[src/lfc_pkg.sv]
// Shared types and constants for the letter-frequency language classifier.
`timescale 1ns / 1ps

package lfc_pkg;

  localparam int ALPHABET_SIZE_DEF = 26;
  localparam int COUNT_BITS_DEF    = 16;
  localparam int FRAC_BITS_DEF     = 10;

  localparam logic [7:0] CHAR_UPPER_A = 8'h41;
  localparam logic [7:0] CHAR_UPPER_Z = 8'h5A;
  localparam logic [7:0] CHAR_LOWER_A = 8'h61;
  localparam logic [7:0] CHAR_LOWER_Z = 8'h7A;
  localparam logic [7:0] CASE_OFFSET  = 8'd32;

  typedef enum logic [1:0] {
    KIND_LOAD_EN = 2'd0,
    KIND_LOAD_FR = 2'd1,
    KIND_TEXT    = 2'd2,
    KIND_END     = 2'd3
  } lfc_kind_t;

  typedef struct packed {
    lfc_kind_t   kind;
    logic [4:0]  letter_index;
    logic [10:0] expected_value;
    logic [7:0]  text_byte;
  } lfc_in_t;

  typedef struct packed {
    logic        is_english;
    logic [15:0] letter_total;
    logic        overflowed;
  } lfc_out_t;

  typedef struct packed {
    logic busy;
    logic done;
    logic is_english;
  } lfc_scan_status_t;

endpackage

[src/lfc_count_mem.sv]
// Per-letter count memory with read-modify-write increment and scan-and-clear port.
`timescale 1ns / 1ps

module lfc_count_mem #(
  parameter int ALPHABET_SIZE = lfc_pkg::ALPHABET_SIZE_DEF,
  parameter int COUNT_BITS    = lfc_pkg::COUNT_BITS_DEF
) (
  input  logic clk,
  input  logic rst,
  input  logic inc_en,
  input  logic [((ALPHABET_SIZE > 1) ? $clog2(ALPHABET_SIZE) : 1)-1:0] inc_idx,
  input  logic scan_en,
  input  logic [((ALPHABET_SIZE > 1) ? $clog2(ALPHABET_SIZE) : 1)-1:0] scan_idx,
  output logic [COUNT_BITS-1:0] scan_count
);

  localparam int AW = (ALPHABET_SIZE > 1) ? $clog2(ALPHABET_SIZE) : 1;

  logic [COUNT_BITS-1:0] mem [ALPHABET_SIZE];
  logic [COUNT_BITS-1:0] rdata;

  logic [ALPHABET_SIZE-1:0] live;
  logic                     rd_live;
  logic [COUNT_BITS-1:0]    rd_count;

  logic          s1_valid;
  logic [AW-1:0] s1_idx;
  logic          fwd_valid;
  logic [AW-1:0] fwd_idx;
  logic [COUNT_BITS-1:0] fwd_data;

  logic [AW-1:0]         raddr;
  logic                  ren;
  logic [COUNT_BITS-1:0] cur_count;
  logic [COUNT_BITS-1:0] new_count;

  assign raddr = scan_en ? scan_idx : inc_idx;
  assign ren   = scan_en | inc_en;

  // entries not written since reset read as zero
  assign rd_count = rd_live ? rdata : '0;

  // Previous write landed at the same edge as this entry's read: take it from the bypass.
  assign cur_count = (fwd_valid && (fwd_idx == s1_idx)) ? fwd_data : rd_count;
  assign new_count = cur_count + COUNT_BITS'(1);

  always_ff @(posedge clk) begin
    if (ren) begin
      rdata   <= mem[raddr];
      rd_live <= live[raddr];
    end
    if (s1_valid) begin
      mem[s1_idx] <= new_count;
    end else if (scan_en) begin
      mem[scan_idx] <= '0;
    end
  end

  always_ff @(posedge clk) begin
    if (rst) begin
      s1_valid  <= 1'b0;
      fwd_valid <= 1'b0;
      live      <= '0;
    end else begin
      s1_valid  <= inc_en;
      fwd_valid <= s1_valid;
      if (s1_valid) begin
        live[s1_idx] <= 1'b1;
      end
    end
  end

  always_ff @(posedge clk) begin
    s1_idx   <= inc_idx;
    fwd_idx  <= s1_idx;
    fwd_data <= new_count;
  end

  assign scan_count = rd_count;

`ifndef SYNTHESIS
  a_no_scan_during_inc: assert property (@(posedge clk) disable iff (rst)
    !(scan_en && (s1_valid || inc_en)))
    else $error("count scan overlaps an increment");
`endif

endmodule

[src/lfc_table_mem.sv]
// Expected-frequency memory holding the English and French entries side by side.
`timescale 1ns / 1ps

module lfc_table_mem #(
  parameter int ALPHABET_SIZE = lfc_pkg::ALPHABET_SIZE_DEF,
  parameter int FRAC_BITS     = lfc_pkg::FRAC_BITS_DEF
) (
  input  logic clk,
  input  logic wr_en,
  input  logic wr_fr,
  input  logic [((ALPHABET_SIZE > 1) ? $clog2(ALPHABET_SIZE) : 1)-1:0] wr_idx,
  input  logic [FRAC_BITS:0] wr_val,
  input  logic rd_en,
  input  logic [((ALPHABET_SIZE > 1) ? $clog2(ALPHABET_SIZE) : 1)-1:0] rd_idx,
  output logic [FRAC_BITS:0] rd_en_val,
  output logic [FRAC_BITS:0] rd_fr_val
);

  localparam int EW = FRAC_BITS + 1;

  logic [2*EW-1:0] mem [ALPHABET_SIZE];
  logic [2*EW-1:0] rd_q;

  always_ff @(posedge clk) begin
    if (wr_en) begin
      if (wr_fr) begin
        mem[wr_idx][2*EW-1:EW] <= wr_val;
      end else begin
        mem[wr_idx][EW-1:0] <= wr_val;
      end
    end
    if (rd_en) begin
      rd_q <= mem[rd_idx];
    end
  end

  assign rd_en_val = rd_q[EW-1:0];
  assign rd_fr_val = rd_q[2*EW-1:EW];

endmodule

[src/lfc_scorer.sv]
// Distance sequencer: walks the letters with one shared multiplier and two accumulators.
`timescale 1ns / 1ps

module lfc_scorer #(
  parameter int ALPHABET_SIZE = lfc_pkg::ALPHABET_SIZE_DEF,
  parameter int COUNT_BITS    = lfc_pkg::COUNT_BITS_DEF,
  parameter int FRAC_BITS     = lfc_pkg::FRAC_BITS_DEF
) (
  input  logic clk,
  input  logic rst,
  input  logic start,
  input  logic out_free,
  input  logic [COUNT_BITS-1:0] total,
  input  logic [COUNT_BITS-1:0] cnt_rd,
  input  logic [FRAC_BITS:0]    exp_en_rd,
  input  logic [FRAC_BITS:0]    exp_fr_rd,
  output logic scan_rd_en,
  output logic [((ALPHABET_SIZE > 1) ? $clog2(ALPHABET_SIZE) : 1)-1:0] scan_idx,
  output lfc_pkg::lfc_scan_status_t status
);

  import lfc_pkg::*;

  localparam int AW    = (ALPHABET_SIZE > 1) ? $clog2(ALPHABET_SIZE) : 1;
  localparam int DW    = COUNT_BITS + FRAC_BITS + 1;
  localparam int PW    = 2 * DW;
  localparam int ACC_W = PW + $clog2(ALPHABET_SIZE + 1);

  typedef enum logic [7:0] {
    S_IDLE = 8'b0000_0001,
    S_RD   = 8'b0000_0010,
    S_YE   = 8'b0000_0100,
    S_YF   = 8'b0000_1000,
    S_SE   = 8'b0001_0000,
    S_SF   = 8'b0010_0000,
    S_ACC  = 8'b0100_0000,
    S_DONE = 8'b1000_0000
  } scan_state_t;

  scan_state_t state, state_next;
  logic [AW-1:0]    idx;
  logic [DW-1:0]    x;
  logic [DW-1:0]    de;
  logic [DW-1:0]    df;
  logic [PW-1:0]    prod;
  logic [ACC_W-1:0] acc_e;
  logic [ACC_W-1:0] acc_f;

  logic [DW-1:0] mul_a;
  logic [DW-1:0] mul_b;
  logic [PW-1:0] mul_p;
  logic [DW-1:0] prod_lo;
  logic [DW-1:0] diff;
  logic          last;

  assign last = (idx == AW'(ALPHABET_SIZE - 1));

  always_comb begin
    mul_a = '0;
    mul_b = '0;
    unique case (state)
      S_YE: begin
        mul_a = DW'(exp_en_rd);
        mul_b = DW'(total);
      end
      S_YF: begin
        mul_a = DW'(exp_fr_rd);
        mul_b = DW'(total);
      end
      S_SE: begin
        mul_a = de;
        mul_b = de;
      end
      S_SF: begin
        mul_a = df;
        mul_b = df;
      end
      default: begin
        mul_a = '0;
        mul_b = '0;
      end
    endcase
  end

  assign mul_p = PW'(mul_a) * PW'(mul_b);

  // expected * total always fits the low half
  assign prod_lo = prod[DW-1:0];
  assign diff    = (x >= prod_lo) ? (x - prod_lo) : (prod_lo - x);

  always_comb begin
    state_next = state;
    unique case (state)
      S_IDLE: if (start) state_next = S_RD;
      S_RD:   state_next = S_YE;
      S_YE:   state_next = S_YF;
      S_YF:   state_next = S_SE;
      S_SE:   state_next = S_SF;
      S_SF:   state_next = S_ACC;
      S_ACC:  state_next = last ? S_DONE : S_RD;
      S_DONE: if (out_free) state_next = S_IDLE;
      default: state_next = S_IDLE;
    endcase
  end

  always_ff @(posedge clk) begin
    if (rst) begin
      state <= S_IDLE;
      idx   <= '0;
    end else begin
      state <= state_next;
      if (start) begin
        idx <= '0;
      end else if (state == S_ACC && !last) begin
        idx <= idx + AW'(1);
      end
    end
  end

  always_ff @(posedge clk) begin
    prod <= mul_p;
    if (start) begin
      acc_e <= '0;
      acc_f <= '0;
    end
    case (state)
      S_YE:  x     <= DW'(cnt_rd) << FRAC_BITS;
      S_YF:  de    <= diff;
      S_SE:  df    <= diff;
      S_SF:  acc_e <= acc_e + ACC_W'(prod);
      S_ACC: acc_f <= acc_f + ACC_W'(prod);
      default: ;
    endcase
  end

  assign scan_rd_en        = (state == S_RD);
  assign scan_idx          = idx;
  assign status.busy       = (state != S_IDLE);
  assign status.done       = (state == S_DONE) && out_free;
  assign status.is_english = (acc_e < acc_f);

`ifndef SYNTHESIS
  a_start_when_idle: assert property (@(posedge clk) disable iff (rst)
    start |-> (state == S_IDLE))
    else $error("scan started while busy");
`endif

endmodule

[src/letter_frequency_language_classifier.sv]
// Top level of the letter-frequency language classifier.
`timescale 1ns / 1ps

// Counts letters of a byte stream case-insensitively against two loaded
// expected-frequency tables (English, French, Q1.FRAC_BITS) and on an end
// transaction returns English only if its squared distance is strictly
// smaller, then clears the counts. Table loads and text bytes are taken one
// per cycle while no end transaction is in progress; a letter is counted
// through a read-modify-write of the count memory with a bypass for repeated
// letters. An end transaction occupies the block while it scans all letters:
// per letter one memory read, which also clears that letter's count, four
// products on the single shared multiplier and the accumulates. Input ready
// returns once the result is in the output register. The total saturates at
// 2^COUNT_BITS-1; later letters are dropped and flagged as overflowed.

module letter_frequency_language_classifier #(
  parameter int ALPHABET_SIZE = lfc_pkg::ALPHABET_SIZE_DEF,
  parameter int COUNT_BITS    = lfc_pkg::COUNT_BITS_DEF,
  parameter int FRAC_BITS     = lfc_pkg::FRAC_BITS_DEF
) (
  input  logic             clk,
  input  logic             rst,
  input  logic             in_valid,
  output logic             in_ready,
  input  lfc_pkg::lfc_in_t in_data,
  output logic             out_valid,
  input  logic             out_ready,
  output lfc_pkg::lfc_out_t out_data
);

  import lfc_pkg::*;

  localparam int AW = (ALPHABET_SIZE > 1) ? $clog2(ALPHABET_SIZE) : 1;
  localparam logic [COUNT_BITS-1:0] COUNT_MAX = '1;

  lfc_scan_status_t status;

  logic [COUNT_BITS-1:0] total;
  logic                  overflow;

  logic       accept;
  logic [7:0] folded;
  logic [7:0] letter_pos;
  logic       counted;
  logic       inc_en;
  logic       tab_wr;
  logic       start;
  logic       out_free;

  logic                  scan_rd_en;
  logic [AW-1:0]         scan_idx;
  logic [COUNT_BITS-1:0] cnt_rd;
  logic [FRAC_BITS:0]    exp_en_rd;
  logic [FRAC_BITS:0]    exp_fr_rd;

  assign in_ready = !status.busy;
  assign accept   = in_valid && in_ready;
  assign out_free = !out_valid || out_ready;

  assign folded = (in_data.text_byte >= CHAR_LOWER_A && in_data.text_byte <= CHAR_LOWER_Z)
                  ? (in_data.text_byte - CASE_OFFSET) : in_data.text_byte;
  assign letter_pos = folded - CHAR_UPPER_A;
  assign counted = (folded >= CHAR_UPPER_A) && (folded <= CHAR_UPPER_Z) &&
                   (letter_pos < 8'(ALPHABET_SIZE));

  assign inc_en = accept && (in_data.kind == KIND_TEXT) && counted && (total != COUNT_MAX);
  assign tab_wr = accept &&
                  ((in_data.kind == KIND_LOAD_EN) || (in_data.kind == KIND_LOAD_FR)) &&
                  ({1'b0, in_data.letter_index} < 6'(ALPHABET_SIZE));
  assign start  = accept && (in_data.kind == KIND_END);

  always_ff @(posedge clk) begin
    if (rst) begin
      total     <= '0;
      overflow  <= 1'b0;
      out_valid <= 1'b0;
    end else begin
      if (status.done) begin
        total     <= '0;
        overflow  <= 1'b0;
        out_valid <= 1'b1;
      end else begin
        if (out_ready) begin
          out_valid <= 1'b0;
        end
        if (inc_en) begin
          total <= total + COUNT_BITS'(1);
        end else if (accept && in_data.kind == KIND_TEXT && counted) begin
          overflow <= 1'b1;
        end
      end
    end
  end

  always_ff @(posedge clk) begin
    if (status.done) begin
      out_data.is_english   <= status.is_english;
      out_data.letter_total <= 16'(total);
      out_data.overflowed   <= overflow;
    end
  end

  lfc_count_mem #(
    .ALPHABET_SIZE (ALPHABET_SIZE),
    .COUNT_BITS    (COUNT_BITS)
  ) u_count_mem (
    .clk        (clk),
    .rst        (rst),
    .inc_en     (inc_en),
    .inc_idx    (AW'(letter_pos)),
    .scan_en    (scan_rd_en),
    .scan_idx   (scan_idx),
    .scan_count (cnt_rd)
  );

  lfc_table_mem #(
    .ALPHABET_SIZE (ALPHABET_SIZE),
    .FRAC_BITS     (FRAC_BITS)
  ) u_table_mem (
    .clk       (clk),
    .wr_en     (tab_wr),
    .wr_fr     (in_data.kind == KIND_LOAD_FR),
    .wr_idx    (AW'(in_data.letter_index)),
    .wr_val    ((FRAC_BITS + 1)'(in_data.expected_value)),
    .rd_en     (scan_rd_en),
    .rd_idx    (scan_idx),
    .rd_en_val (exp_en_rd),
    .rd_fr_val (exp_fr_rd)
  );

  lfc_scorer #(
    .ALPHABET_SIZE (ALPHABET_SIZE),
    .COUNT_BITS    (COUNT_BITS),
    .FRAC_BITS     (FRAC_BITS)
  ) u_scorer (
    .clk        (clk),
    .rst        (rst),
    .start      (start),
    .out_free   (out_free),
    .total      (total),
    .cnt_rd     (cnt_rd),
    .exp_en_rd  (exp_en_rd),
    .exp_fr_rd  (exp_fr_rd),
    .scan_rd_en (scan_rd_en),
    .scan_idx   (scan_idx),
    .status     (status)
  );

`ifndef SYNTHESIS
  a_saturate_flags: assert property (@(posedge clk) disable iff (rst)
    (accept && in_data.kind == KIND_TEXT && counted && total == COUNT_MAX)
    |=> (overflow && total == COUNT_MAX))
    else $error("saturated letter not flagged");

  a_done_clears: assert property (@(posedge clk) disable iff (rst)
    status.done |=> (out_valid && total == '0 && !overflow))
    else $error("result transaction did not clear the text state");
`endif

endmodule

[config.mk]
export PLATFORM = sky130hd
export DESIGN_NAME = letter_frequency_language_classifier
export DESIGN_NICKNAME = d
export VERILOG_FILES = /design/src/lfc_pkg.sv /design/src/lfc_count_mem.sv /design/src/lfc_table_mem.sv /design/src/lfc_scorer.sv /design/src/letter_frequency_language_classifier.sv
export SDC_FILE = /design/constraint.sdc
export NUM_CORES = 2
export LEC_CHECK = 0
export ABC_CLOCK_PERIOD_IN_PS = 12800
export BUFFER_PORTS_ARGS = -buffer_cell sky130_fd_sc_hd__clkbuf_2
export CAP_MARGIN = 25
export CORE_MARGIN = 4
export CORE_UTILIZATION = 35
export DETAILED_ROUTE_END_ITERATION = 12
export PLACE_DENSITY = 0.6
export SLEW_MARGIN = 25
export SYNTH_ARGS = -nofsm -noshare
export SYNTH_HDL_FRONTEND = slang
export SYNTH_SLANG_ARGS = --single-unit
[constraint.sdc]
create_clock -name clk -period 12.8 [get_ports clk]
set_clock_uncertainty 0.15 [all_clocks]
set_input_delay 1.28 -clock clk [delete_from_list [all_inputs] [get_ports clk]]
set_output_delay 1.28 -clock clk [all_outputs]
set_load 0.02 [all_outputs]
==> reports/results.tsv <==
metric	value	unit
relSlewSlack	0.2941	
met3RoutedLength	14350	um
yosysTopAreaCellShare	0.4442	
fin_crit	10.79	ns
hold_class	reg -> reg	
finalWorstSetupSlack	2.009	ns
yosys-top-cells-count	edfxtp_1, inv_1, nand2_1	
drv_cap	0	
path_clk_slew	0.06	ns
vdd_drop_max	0.0001698	V
critPathKind	reg -> reg	
yosys_register_bits	1372	
start_kind	flop	
swShare	0.2382	
placed_cell_area	0.08761	mm^2
final_cell_area	0.09224	mm^2
arrival	11.31	ns
worstHoldPathCells	0	
viasPerCell	5.193	
cts.path.max_buffers	3	
syn_area	0.08336	mm^2
ios	50	
synthTopCellsByArea	edfxtp_1, fa_1, mux4_2	
place_hpwl	153100	um
synth_cell_types	86	
via_count	51990	
initial_utilization	0.3531	
yosysTopAreaCell	edfxtp_1	
track_usage	0.1753	
p_switching	2.338	mW
yosysMostFrequentCell	edfxtp_1	
slowest_stage	inv_1	
syn_nets	7746	
htreeDepth	4	
pre_cts_ws	2.221	ns
dr.pass1.iters	6	
grt_pass1_vias	53940	
p_per_area	106.4	mW/mm^2
async_flop_share	0	
drc	0	
p_clk_frac	0.413	
grt_pass1_wl	330700	um
placed_cells	9750	
m1WireLength	92390	um
seqPwrFrac	0.512	
cts_resized	0	
yosysSeqAreaShare	0.4775	
clk_latency	0.78	ns
cts_sinks	1372	
numCtsBuffers	140	
routabilityCongestion	0.9184	
r2r-start	u_scorer.state[5]	
status	completed	
postRouteAntennaNets	0	
grt-ovfl-total	0	
maxSlewViolCount	0	
wl	216900	um
endpoint_kind	flop	
top_layer	met5	
rows	178	
rr_worst_depth	33	
routedWlPerCell	21.67	um
grt_max_degree	112	
synth-edff-count	1233	
power	9.816	mW
hold_violations	0	
crit_required	13.32	ns
antenna_found_initial	3	
synth_cells	6710	
syn_avg_cell_area	12.42	um^2
fin_setup_tns	0	ns
yosysWarnings	0	
fmax	92.67	MHz
power_leakage	36.12	nW
die_x	496.0	um
rsz0062_at_grt	false	
drive_gt1_frac	0.1127	
whs_endpoint	u_count_mem.fwd_idx[1]	
io_buffers	49	
slowest_delay	0.76	ns
synth-main-ff-cell	edfxtp_1	
die_area	0.2460	mm^2
root_buffer	clkbuf_16	
final_cells	10010	
cts_tree	built	
r2r_end	u_scorer.prod[52]	
syn2layout_area_growth	10.65	%
reg2reg_setup_slack	2.01	ns
tightest_slew	1.059	ns
crit_path_frequent_cell	fa_1	
finalSetupViolCount	0	
post_cts_buffers	0	
crit_fanout	58	
period_share	0.8430	
met2_length	103700	um
core	0.2361	mm^2
holdBufCountCts	0	
die_y	496.0	um
hold_start	u_count_mem.s1_idx[1]	
fin_nets	7780	
comb_power_share	0.075	
drt_iter0_drc	4019	
intPower	7.478	mW
## stage by stage
stage	util	hold slack, ns
6_report	0.3907	0.2766
5_1_grt	0.3907	0.2911
3_3_place_gp	0.3707	0.2605
4_1_cts	0.3904	0.2716
2_1_floorplan	-	0.1790
3_5_place_dp	0.3711	0.2672
## worst max-delay path by stage
stage / slack, ns / cells past startpoint / end / start
after floorplan: 3.50 / 34 / u_scorer.prod[50] / u_scorer.state[5]
after global placement: 2.25 / 33 / u_scorer.prod[52] / u_scorer.state[5]
after detailed placement: 2.22 / 33 / u_scorer.prod[52] / u_scorer.state[5]
after CTS: 2.17 / 33 / u_scorer.prod[52] / u_scorer.state[5]
after global routing: 1.63 / 34 / u_scorer.prod[52] / u_scorer.state[5]
final: 2.01 / 33 / u_scorer.prod[52] / u_scorer.state[5]
## final cells by class
type,count,area [um^2]
fill,22370,143800
sequential,1372,39820
tap,3150,3941
multi-input combinational,4079,38990
timing repair buffer,178,1281
inverter,973,3652
antenna,2,5.005
clock inverter,73,835.8
clock buffer,183,3715
## power groups by stage
stage / logic (mW) / clock network [mW] / registers, mW
CTS: 0.739 / 4.14 / 5.03
floorplan: 0.475 / 0 / 5.11
finish: 0.734 / 4.06 / 5.03
detailed placement: 0.736 / 0 / 5.12
global placement: 0.721 / 0 / 5.12
global route: 0.806 / 4.32 / 5.03
## layer usage
| metal | track usage | vias up |
|---|---|---|
| met5 | 0 | - |
| met1 | 0.2384 | 26660 |
| met3 | 0.03066 | 345 |
| met4 | 0.05026 | 4 |
| li1 | - | 23290 |
| met2 | 0.2889 | 1687 |
## cells in the final DEF, fill, tap and decap left out, types with 81 or more instances in the layout
cell	count
xor2_1	94
nand2_1	618
clkbuf_16	140
o21ai_0	148
nand3_1	94
inv_1	967
xnor2_1	125
edfxtp_1	1233
a21o_1	128
buf_4	125
dfxtp_1	135
ha_1	395
nor2_1	521
fa_1	611
mux2i_1	81
a21oi_1	292
mux4_2	256
## state kept, by name, indices dropped and copies added, names as in the netlist, 5 cells and up
signal	flops
out_data	18
total	16
u_count_mem.fwd_data	16
u_count_mem.fwd_idx	5
u_count_mem.live	26
u_count_mem.mem	416
u_count_mem.rdata	16
u_count_mem.s1_idx	5
u_scorer.acc_e	59
u_scorer.acc_f	59
u_scorer.de	27
u_scorer.df	27
u_scorer.prod	54
u_scorer.scan_idx	5
u_scorer.state	8
u_scorer.x	16
u_table_mem.mem	572
u_table_mem.rd_q	22
## kinds of logic after synthesis
| family | after synthesis | share of synthesized area |
|---|---|---|
| and+or+nand+nor | 1604 | 0.08420 |
| DFF | 1372 | 0.4775 |
| buffers and inverters | 1259 | 0.05723 |
| adders and majority gates | 1006 | 0.2060 |
| AOI/OAI and AO/OA | 870 | 0.06732 |
| muxes | 380 | 0.08468 |
| xor gates and xnor gates | 219 | 0.02301 |
## worst max-delay path, delay by kind of cell, from the launching register on
family	cells	cell delay (ns)
fa+ha+maj	8	3.95
simple gates	8	1.74
compound gates	8	2.26
flops	1	0.35
buf+inv	8	2.05
xor+xnor	1	0.15
(Power assumes the default switching activity.)
